===== config.mk =====
export PLATFORM = sky130hd
export DESIGN_NAME = ffra_ctrl
export DESIGN_NICKNAME = d
export VERILOG_FILES = /design/src/design/ffra_pkg.sv /design/src/design/ffra_ctrl.sv
export SDC_FILE = /design/constraint.sdc
export NUM_CORES = 1
export LEC_CHECK = 0
export ABC_CLOCK_PERIOD_IN_PS = 1700
export BUFFER_PORTS_ARGS = -buffer_cell sky130_fd_sc_hd__buf_4
export CAP_MARGIN = 20
export CORE_MARGIN = 2
export CORE_UTILIZATION = 30
export CTS_CLUSTER_DIAMETER = 80
export DETAILED_ROUTE_END_ITERATION = 8
export GPL_TIMING_DRIVEN = 0
export HOLD_SLACK_MARGIN = 0.08
export PLACE_DENSITY = 0.58
export REMOVE_ABC_BUFFERS = 1
export SLEW_MARGIN = 5
export SYNTH_ARGS = -nofsm -noshare
export SYNTH_HDL_FRONTEND = slang
export SYNTH_SLANG_ARGS = --single-unit

===== constraint.sdc =====
create_clock -name clk -period 1.7 [get_ports clk]
set_input_delay 0.255 -clock clk [delete_from_list [all_inputs] [get_ports clk]]
set_output_delay 0.255 -clock clk [all_outputs]
set_load 0.02 [all_outputs]

===== src/design/ffra_pkg.sv =====
// Shared types and constants for the first-fit range allocator.
package ffra_pkg;

  localparam int DefMaxBlocks = 64;
  localparam int DefAddrBits  = 32;
  localparam int MaxAlignLog2 = 16;

  typedef enum logic [1:0] {
    ST_OK       = 2'd0,
    ST_NOFIT    = 2'd1,
    ST_FULL     = 2'd2,
    ST_NOTFOUND = 2'd3
  } status_t;

  typedef enum logic {
    ACT_ALLOC = 1'b0,
    ACT_FREE  = 1'b1
  } action_t;

  localparam logic CFG_POOL_SIZE = 1'b0;
  localparam logic CFG_ALIGN     = 1'b1;

  typedef struct packed {
    logic        action;
    logic [31:0] request_size;
    logic [31:0] block_address;
  } req_t;

  typedef struct packed {
    logic [1:0]  status;
    logic [31:0] granted_address;
    logic [31:0] granted_size;
  } rsp_t;

  typedef enum logic [3:0] {
    S_IDLE,
    S_CHECK,
    S_RD,
    S_WAIT,
    S_EVAL,
    S_SHIFT_RD,
    S_SHIFT_WAIT,
    S_SHIFT_WR,
    S_PLACE,
    S_DONE
  } state_t;

  // controller -> datapath
  typedef struct packed {
    logic load;
    logic clr_idx;
    logic rd;
    logic adv;
    logic set_k_top;
    logic set_k_idx;
    logic shift_rd;
    logic shift_wr;
    logic k_step;
    logic place;
    logic [1:0] res_status;
    logic res_grant;
    logic res_emit;
  } cmd_t;

  // datapath -> controller
  typedef struct packed {
    logic is_free;
    logic too_big;
    logic full;
    logic at_end;
    logic hit;
    logic shift_done;
  } sts_t;

endpackage


===== src/design/ffra_ctrl.sv =====
// Controller state machine of the first-fit range allocator.
module ffra_ctrl (
  input  logic           clk,
  input  logic           rst,
  input  logic           start,
  output logic           busy,
  input  ffra_pkg::sts_t sts,
  output ffra_pkg::cmd_t cmd
);
  import ffra_pkg::*;

  state_t state, state_next;
  logic   is_free_op;
  logic   is_free_op_next;

  always_ff @(posedge clk) begin
    if (rst) begin
      state      <= S_IDLE;
      is_free_op <= 1'b0;
    end else begin
      state      <= state_next;
      is_free_op <= is_free_op_next;
    end
  end

  always_comb begin
    state_next      = state;
    is_free_op_next = is_free_op;
    cmd             = '0;
    busy            = (state != S_IDLE);
    unique case (state)
      S_IDLE: begin
        if (start) begin
          cmd.load   = 1'b1;
          state_next = S_CHECK;
        end
      end
      S_CHECK: begin
        is_free_op_next = sts.is_free;
        cmd.clr_idx     = 1'b1;
        if (!sts.is_free && sts.too_big) begin
          cmd.res_status = ST_NOFIT;
          cmd.res_emit   = 1'b1;
          state_next     = S_DONE;
        end else if (!sts.is_free && sts.full) begin
          cmd.res_status = ST_FULL;
          cmd.res_emit   = 1'b1;
          state_next     = S_DONE;
        end else begin
          state_next = S_RD;
        end
      end
      S_RD: begin
        cmd.rd     = 1'b1;
        state_next = S_WAIT;
      end
      S_WAIT: state_next = S_EVAL;
      S_EVAL: begin
        if (sts.hit) begin
          if (is_free_op) begin
            cmd.set_k_idx = 1'b1;
          end else begin
            cmd.set_k_top = 1'b1;
          end
          state_next = S_SHIFT_RD;
        end else if (sts.at_end) begin
          cmd.res_status = is_free_op ? ST_NOTFOUND : ST_NOFIT;
          cmd.res_emit   = 1'b1;
          state_next     = S_DONE;
        end else begin
          cmd.adv    = 1'b1;
          state_next = S_RD;
        end
      end
      S_SHIFT_RD: begin
        if (sts.shift_done) begin
          state_next = S_PLACE;
        end else begin
          cmd.shift_rd = 1'b1;
          state_next   = S_SHIFT_WAIT;
        end
      end
      S_SHIFT_WAIT: state_next = S_SHIFT_WR;
      S_SHIFT_WR: begin
        cmd.shift_wr = 1'b1;
        cmd.k_step   = 1'b1;
        state_next   = S_SHIFT_RD;
      end
      S_PLACE: begin
        cmd.place      = 1'b1;
        cmd.res_status = ST_OK;
        cmd.res_grant  = !is_free_op;
        cmd.res_emit   = 1'b1;
        state_next     = S_DONE;
      end
      S_DONE: state_next = S_IDLE;
      default: state_next = S_IDLE;
    endcase
  end

endmodule


Word level (Yosys, flattened, before mapping)
Index checks and enable logic that the tools add are counted.

word-level totals
  flip-flop bits (word level) = 5
  latch bits = 0
  RAM bits = 0
  bits in read-only memories = 0
  input port bits = 9
  output and inout bits = 15
  logic and storage cells = 50
  memories kept = 0

cells by class
  $add $sub $neg = 0
  $mul = 0
  divide/modulo/power cells = 0
  magnitude comparators = 0
  eq/ne operators = 9
  shifts and indexed selects = 0
  mux-type cells = 33
  bitwise logic cells = 0
  reduce and logical (&&, ||, !) cells = 6

operators with widths
  operator                                       number
  case mux 4 bit (9 select lines)                1
  two-way mux 4 bit                              6
  == test 4 x 3 -> 1 bit, second input constant  4
  two-way mux 1 bit                              16
  two-way mux 2 bit                              7
  == test 4 x 2 -> 1 bit, second input constant  2
  == test 4 x 1 -> 1 bit, second input constant  1
  == test 4 bit, second input constant           1
  logical NOT 4 bit                              1
  case mux 2 bit (2 select lines)                1
  nonzero test 4 bit                             1
  two-way mux 3 bit                              1
  case mux 1 bit (3 select lines)                1
  logical AND 1 bit                              2
  logical NOT 1 bit                              2
  != test 2 bit, second input constant           1

Longest topological paths before layout
  depth after elaboration = 5
  mapped depth = 5
  gate-level depth less buffers = 4

Worst setup path before layout
Ideal clock, no wire load.

  path kind = register -> register
  start = reg state[0]
  end = reg state[1]
  library setup time = 71 ps
  data arrival time = 1532 ps
  path slack = 98 ps
  cell stages (with the launch flop) = 5
  clock period less this slack = 1602 ps
  path through = dfxtp_1 > buf_6 > nor4b_1 > a211oi_1 > a21oi_1

on the way
  longest elaborated chain between the ends = 2

ends and longest elaborated chain
  element                                                           line             text
  from (decl)                                                       ffra_ctrl.sv:12  state_t state, state_next;
  from (signal assigned)                                            ffra_ctrl.sv:21  state <= state_next;
  == test 4 bit (tied with other cells)                             ffra_ctrl.sv:31  unique case (state)
  case mux 4 bit (9 select lines) or != test 2 bit (tied branches)  n/a

Several ways; a longest one is shown, not always the timed one.
A chain may end at the register's enable or synchronous reset.

==> impl_metrics.py <==
metrics = {
    "die": {
        "row_count": 14,
        "start_util": 0.313,
        "num_io_pins": 24,
        "dieArea_um2": 1860,
        "die_y_um": 43.2,
        "die_w_um": 43.2,
        "core_area_um2": 1470,
    },
    "power": {
        "swShare": 0.348,
        "p_sw_mw": 0.182,
        "clockPowerShare": 0.270,
        "ir_drop_mv": 0.252,
        "p_int_mw": 0.341,
        "p_leak_nw": 0.398,
        "power_frac_comb": 0.454,
        "seqPwrFrac": 0.275,
        "powerDensity_nw_per_um2": 654,
    },
    "sta": {
        "fin_worst_skew_ns": 0.00146,
        "hold_ws_ns": 0.184,
        "hold_violations": 0,
        "slew_violations": 0,
        "relSlewSlack": 0.790,
        "finalWorstSetupSlack_ns": -0.138,
        "worst_pin_slew_ns": 0.315,
        "setup_viol": 4,
        "fmax_mhz": 544,
        "period_minus_slack_ns": 1.84,
        "period_share": 1.08,
        "rsz0062_at_grt": "true",
    },
    "place": {
        "dpl_cell_area_um2": 613,
        "io_buffers": 23,
        "dp_hpwl_um": 893,
        "gp_congestion": 0.746,
        "dp_cells": 94,
    },
    "status": {
        "status": "finished, violations left",
        "violations": "setup timing",
    },
    "critical_path": {
        "rr_worst_depth": 5,
        "path_buf_inv": 1,
        "crit_fanout": 5,
        "critPathMaxStageDelay_ns": 0.58,
        "r2r-start": "state[1]",
        "r2r-end": "state[1]",
        "critPathKind": "register to primary output",
        "end_kind": "primary output",
        "cp-start-kind": "register",
        "path_cells": "or4b_4 > nor2_4 > a32o_2 > buf_6",
        "crit_family": "simple AND/OR/NAND/NOR gates",
        "required_ns": 1.44,
        "worstPathArrival_ns": 1.58,
        "cp_slowest_cell": "or4b_4",
        "r2r_slack_ns": 0.21,
    },
    "layout": {
        "final_common_cell": "buf_4",
        "diodes": 0,
        "final_cell_mix": "buf_4, nor2_1, nand2_1",
        "fill_cells": 140,
        "fin_area_um2": 801,
        "syn2layout_area_growth_pct": 73.9,
        "drive_above_1_share": 0.587,
        "fin_cells": 108,
        "final_nets": 102,
    },
    "clocking": {
        "cts_max_level": 1,
        "cts_tree": "built",
        "cts_hold_buffers": 0,
        "cts.path.max_buffers": 2,
        "clock_latency_ns": 0.25,
        "path_clk_slew_ns": 0.04,
        "cts_buffers": 3,
        "cts_sinks": 5,
        "cts_root_buffer": "clkbuf_4",
    },
    "logic_synthesis": {
        "syn_avg_cell_area_um2": 7.67,
        "yosysUniqueCellTypes": 29,
        "synth_area_um2": 460,
        "ys_warn_count": 0,
        "ys_seq_area_frac": 0.217,
        "ys_ff_latch": 5,
        "synth_top_area_frac": 0.217,
        "synthCells": 60,
        "ys_top_cells_by_area": "dfxtp_1, nor2_1, a211oi_1",
        "synth_top_cell_by_area": "dfxtp_1",
    },
    "global_routing": {
        "globalRouteTotalUtil": 0.153,
        "grt_pass1_vias": 492,
        "overflow": 0,
        "antenna_found_initial": 0,
        "grt_max_degree": 12,
        "grt_pass1_wl_mm": 2.15,
    },
    "route": {
        "dr.first_iter.drc_count": 6,
        "firstDrtPassIters": 4,
        "vias": 561,
        "wl_per_cell_um": 12.7,
        "drcViolationCount": 0,
        "totalWireLength_mm": 1.37,
        "ant_nets": 0,
        "vias_per_cell": 5.19,
    },
    "min_path": {
        "hp-start": "rst",
        "hold_class": "input pin to register",
        "holdPathStages": 2,
        "holdPathEnd": "is_free_op",
    },
    "run": {
        "maxCapViolations": 0,
    },
}
## state kept, by name, indices dropped and copies added, names as in the netlist
name / count
state: 4
is_free_op: 1
## through the flow
stage | power (mW) | setup TNS [ns] | setup slack [ns] | util
3_5_place_dp | 0.318 | -0.333 | -0.132 | 0.417
2_1_floorplan | 0.249 | 0 | 0.00770 | -
5_1_grt | 0.550 | -0.644 | -0.197 | 0.544
6_report | 0.524 | -0.456 | -0.138 | 0.544
4_1_cts | 0.505 | -0.386 | -0.132 | 0.511
3_3_place_gp | 0.317 | -0.349 | -0.136 | 0.417
## routing by layer
metal,share of wire,track usage,wire length (µm)
met5,0,0,0
met4,0.021,0.0727,29
met3,0.074,0.0383,102
met2,0.50,0.266,688
met1,0.40,0.171,549
## cells by family (layout without fill, tap and decap cells)
| logic type | count (synthesis) | count (layout) | share of synthesized area |
|---|---|---|---|
| compound gates | 15 | 15 | 0.234 |
| buf+inv | 8 | 40 | 0.111 |
| flops | 5 | 5 | 0.217 |
| mux | 1 | 1 | 0.0245 |
| simple gates | 31 | 31 | 0.413 |
## worst reg2reg max path: stages, from the launching register on
cell      delay, ns
dfxtp_4        0.36
or4b_4         0.59
buf_4          0.17
inv_2          0.06
a211oi_1       0.08
a21oi_1        0.17
## power by group through the flow
stage / clock [mW] / combinational, mW / sequential, mW
final: 0.142 / 0.238 / 0.144
after global routing: 0.149 / 0.255 / 0.146
after CTS: 0.141 / 0.222 / 0.142
after detailed placement: 0 / 0.163 / 0.156
after global placement: 0 / 0.162 / 0.155
after floorplan: 0 / 0.101 / 0.147
## synth_stat cells
library cell	instances
buf_4	1
nand2b_1	1
nor2b_1	3
or3_4	1
nor4b_2	1
o21ba_1	1
inv_1	3
o21ai_0	2
a211oi_1	3
nor3b_1	1
and3_1	2
a21o_1	2
buf_6	2
mux2_2	1
a21oi_1	3
o31a_1	1
a32o_1	1
o21ai_2	1
and3b_1	1
dfxtp_1	5
and2_1	1
nand2_1	5
nor4b_1	2
o21bai_1	1
nand3b_1	1
or2_2	1
buf_2	2
nor2_1	9
or4b_1	2
## worst max path at each step
stage                   from  endpoint  slack, ns  cells after the start
global route        state[1]    cmd[3]      -0.20                      4
CTS                 state[2]    cmd[3]      -0.13                      4
floorplan           state[0]    cmd[3]      0.008                      3
global placement    state[0]    cmd[0]      -0.14                      4
detailed placement  state[0]    cmd[3]      -0.13                      4
finish              state[1]    cmd[3]      -0.14                      4
## repair_timing
| item | CTS | global route |
|---|---|---|
| setup endpoints to repair | 9 | 6 |
| buffers inserted | 8 | 2 |
| pin swaps | 4 | 4 |
| resized for setup | 18 | 7 |
## layout make-up
type                       count  area (µm²)  share of cell area
clock buffer                   4        26.3              0.0328
inverter                       3        11.3              0.0141
multi-input combinational     47         365               0.456
sequential                     5         115               0.144
tap                           16        20.0              0.0250
timing repair buffer          33         263               0.328
(Power assumes the default switching activity.)
